**config.mk**
```make
export PLATFORM = sky130hd
export DESIGN_NAME = chsh_dot
export DESIGN_NICKNAME = d
export VERILOG_FILES = /design/src/rtl/core/chsh_dot.sv
export SDC_FILE = /design/constraint.sdc
export NUM_CORES = 2
export LEC_CHECK = 0
export BUFFER_PORTS_ARGS = -buffer_cell sky130_fd_sc_hd__buf_2
export CAP_MARGIN = 20
export CORE_MARGIN = 1
export CORE_UTILIZATION = 55
export CTS_CLUSTER_SIZE = 28
export DETAILED_ROUTE_END_ITERATION = 10
export PLACE_DENSITY = 0.72
export SYNTH_ARGS = -nofsm -noshare
export SYNTH_HDL_FRONTEND = slang
export SYNTH_SLANG_ARGS = --single-unit
```
**constraint.sdc**
```tcl
create_clock -name clk -period 7.1 [get_ports clk]
set_input_delay 0 -clock clk [delete_from_list [all_inputs] [get_ports clk]]
set_output_delay 0 -clock clk [all_outputs]
set_load 0.05 [all_outputs]
```
**src/rtl/core/chsh_dot.sv**
```systemverilog
// chsh_dot: three-term dot product summed from registered products
// depends on nothing outside this file
`default_nettype none
module chsh_dot #(
    parameter int CW = 16
) (
    input  wire logic                  clk,
    input  wire logic signed [CW-1:0]  px,
    input  wire logic signed [CW-1:0]  py,
    input  wire logic signed [CW-1:0]  pz,
    input  wire logic signed [CW-1:0]  dx,
    input  wire logic signed [CW-1:0]  dy,
    input  wire logic signed [CW-1:0]  dz,
    output logic signed [2*CW+1:0]     dot
);
    logic signed [2*CW-1:0] mx_reg, my_reg, mz_reg;

    always_ff @(posedge clk)
    begin
        mx_reg <= px * dx;
        my_reg <= py * dy;
        mz_reg <= pz * dz;
    end

    assign dot = (2*CW+2)'(mx_reg) + (2*CW+2)'(my_reg) + (2*CW+2)'(mz_reg);
endmodule
`default_nettype wire

```
======== After elaboration in Yosys (flattened, before gate mapping) ========
Index checks and enable logic that the tools add are counted.
storage, ports and cells
  bits of input ports ..................... 97
  flip-flop bits (word level) ............. 96
  logic and storage cells ................. 8
cells by class
  $add $sub $neg .......................... 2
  multipliers ............................. 3
operators by type and width
  kind            count
  $mul 16x16->32  3
  $add 33x32->34  1
  $add 32x32->33  1

======== Longest topological paths before layout ========
  depth after elaboration ................. 2
  gate-level depth with buffers ........... 23
  mapped depth without buffers ............ 23

======== Least setup slack after synthesis ========
Ideal clock, no wire load.
  path kind ............................... input to register
  start point ............................. in dx[1]
  end point ............................... reg mx_reg[31]
  path slack .............................. 1.482 ns
  arrival time ............................ 5.546 ns
  stages .................................. 21
  cells stage by stage .................... clkbuf_1 -> nand2_1 -> inv_1 -> fa_1 -> fa_1 -> fa_1 -> fa_1 -> fa_1 -> inv_1 -> fa_1 -> inv_1 -> ha_1 -> a21o_1 -> a21o_1 -> a21oi_1 -> o31ai_1 -> or3_1 -> a31oi_1 -> o31ai_1 -> a21oi_1 -> xnor2_1
between the ends
  word-level cells in the longest chain between the ends .. 1
RTL lines
  what                  line  RTL
  from (decl)           11    input wire logic signed [CW-1:0] dx,
  $mul 16x16->32        20    mx_reg <= px * dx;
  to (signal assigned)  20
  to (decl)             16    logic signed [2*CW-1:0] mx_reg, my_reg, mz_reg;
No other way between the ends.

======== Worst setup path in the final report ========
Ends and elaborated chain as after synthesis.

==> results.cfg <==
[final_layout]
fin_area_um2 = 34900
antenna_cells = 0
nNetsFinal = 4806
nFillCells = 5246
final_util_pct = 58.8
layout_common_cells = 882 x inv_1, 819 x fa_1, 411 x nand2_1, 359 x and2_1, 278 x ha_1
syn2layout_area_growth_pct = 4.68
mostFrequentLayoutCell = inv_1
layout-drive-gt1-share_pct = 4.64

[timing]
fmax_mhz = 172
slew_viol_final = 0
timing.final.crit_share_pct = 81.8
tns_ns = 0
setup_viol = 0
worst-slew-pin-transition_ns = 0.892
hold_ws_ns = 0.0643
fin_crit_ns = 5.81
slew_headroom_pct = 39.7
hold_viol = 0
rsz0062_at_grt = no

[setup_path]
crit_path_cell_trace = buf_2 -> nand2_1 -> inv_1 -> fa_1 -> fa_1 -> fa_1 -> fa_1 -> fa_1 -> inv_1 -> fa_1 -> inv_1 -> ha_1 -> a21o_1 -> a21o_1 -> a21oi_1 -> o31ai_1 -> or3_1 -> a31oi_1 -> o31ai_1 -> a21oi_1 -> xnor2_1
cp_max_fo = 16
path_buf_inv = 4
cpMostUsedCell = fa_1
required_ns = 7.38
cp-start-kind = input port
critical_path_arrival_ns = 6.09
worstSetupPathType = in -> reg
critPathCaptureType = flop
slowest_stage = fa_1
crit_start = dx[1]
cpLargestDelayFamily = adder cells
cpPeakStageDelay_ns = 0.88

[placed_design]
portBuffers = 130
place.gp.congestion = 0.869
dp_hpwl_um = 62600
dpl_cell_area_um2 = 34600

[detailed_routing]
drc = 0
drt-initial-drc-count = 1430
vias = 23300
wl_um = 74500
routedWlPerCell_um = 17.0
drt_pass1_iterations = 6
ant_nets = 0
post_drt_via_cell_ratio = 5.31

[die]
fp.dieW_um = 248
die_area_um2 = 61700
rows = 89
start_util_pct = 56.1
dieHeight_um = 248
core_area_um2 = 59500
ios = 131

[cts]
hold_buffers = 0
clk_pin_slew_worst_paths_ns = 0.08
htreeDepth = 3
post_cts_buffers = 0
cts_tree = built
clock-root-buffer = clkbuf_16
clk_path_buf_depth = 2
clkSinkCount = 96
postCtsResizedCells = 0
cts_made_buffers = 9

[synthesis]
ys_types = 69
synth_cells = 3569
synth-seq-cells = 96
yosysWarnings = 0
syn_area_um2 = 33400
synth_top_area_share_pct = 49.1
synth_area_per_cell_um2 = 9.35
ys_top_cells_by_area = fa_1 49%, ha_1 10%, inv_1 9.9%
synth_area_leader_cell = fa_1
synth-edff-count = 0
synthFlopType = dfxtp_1
synth_fp_nets = 4763
synth_seq_area_share_pct = 5.76
async_reset_ff_share_pct = 0

[worst_hold_path]
min_from = dy[0]
hold_class = in -> reg

[job]
cap_violations = 0

[global_routing]
grt_pass1_vias = 25200
grt.overflow.total = 0
antenna_found_initial = 0
grt_pass1_wl_um = 128000
track_usage_pct = 26.3
grt_max_degree = 20

[run_status]
status = completed
-- layout make-up --
type / count / area (µm²) / area share (%)
tap: 773 / 967 / 2.77
multi-input combinational: 2491 / 27800 / 79.5
inverter: 883 / 3310 / 9.48
clock inverter: 7 / 90.1 / 0.258
timing repair buffer: 131 / 658 / 1.88
sequential: 96 / 1920 / 5.50
clock buffer: 9 / 225 / 0.644
-- cell usage after synthesis, types with 9 or more instances --
master and instances:
a211oi_1 11, a21o_1 44, a21oi_1 88, a31oi_1 10, and2_1 359, and3_1 9, clkbuf_1 96, dfxtp_1 96
fa_1 819, ha_1 278, inv_1 882, nand2_1 411, nand2b_1 34, nand3_1 23, nor2_1 87, nor2b_1 11
nor3_1 20, o21a_1 16, o21ai_0 43, o21bai_1 9, o31ai_1 9, xnor2_1 101, xor2_1 28
-- layer usage --
metal	track usage (%)	vias up	wire, µm
li1	-	10600	-
met1	38.8	11800	33100
met2	42.2	794	34800
met3	3.09	101	5400
met4	5.09	0	1240
met5	0	-	0
-- stage by stage --
stage	cells	setup slack, ns
finish	4390	1.29
global route	4390	0.897
CTS	4390	1.37
detailed placement	4374	1.03
global placement	4374	1.08
floorplan	3569	1.48
-- kinds of logic after synthesis --
| family | count (synthesis) | synth area share [%] |
|---|---|---|
| xor gates and xnor gates | 129 | 3.38 |
| and+or+nand+nor | 983 | 14.6 |
| muxes | 1 | 0.0300 |
| AOI/OAI and AO/OA | 281 | 5.65 |
| buffers and inverters | 982 | 11.1 |
| DFF | 96 | 5.76 |
| adders and majority gates | 1097 | 59.5 |
-- path summary, 6_finish.rpt --
check	endpoint	slack [ns]	cells after the start
hold / removal	my_reg[0]	0.06	2
setup / recovery	mx_reg[31]	1.29	21
Power is left out: the tool's default activity adds up to more than one toggle a clock period on the data nets, which glitch-free logic cannot reach.
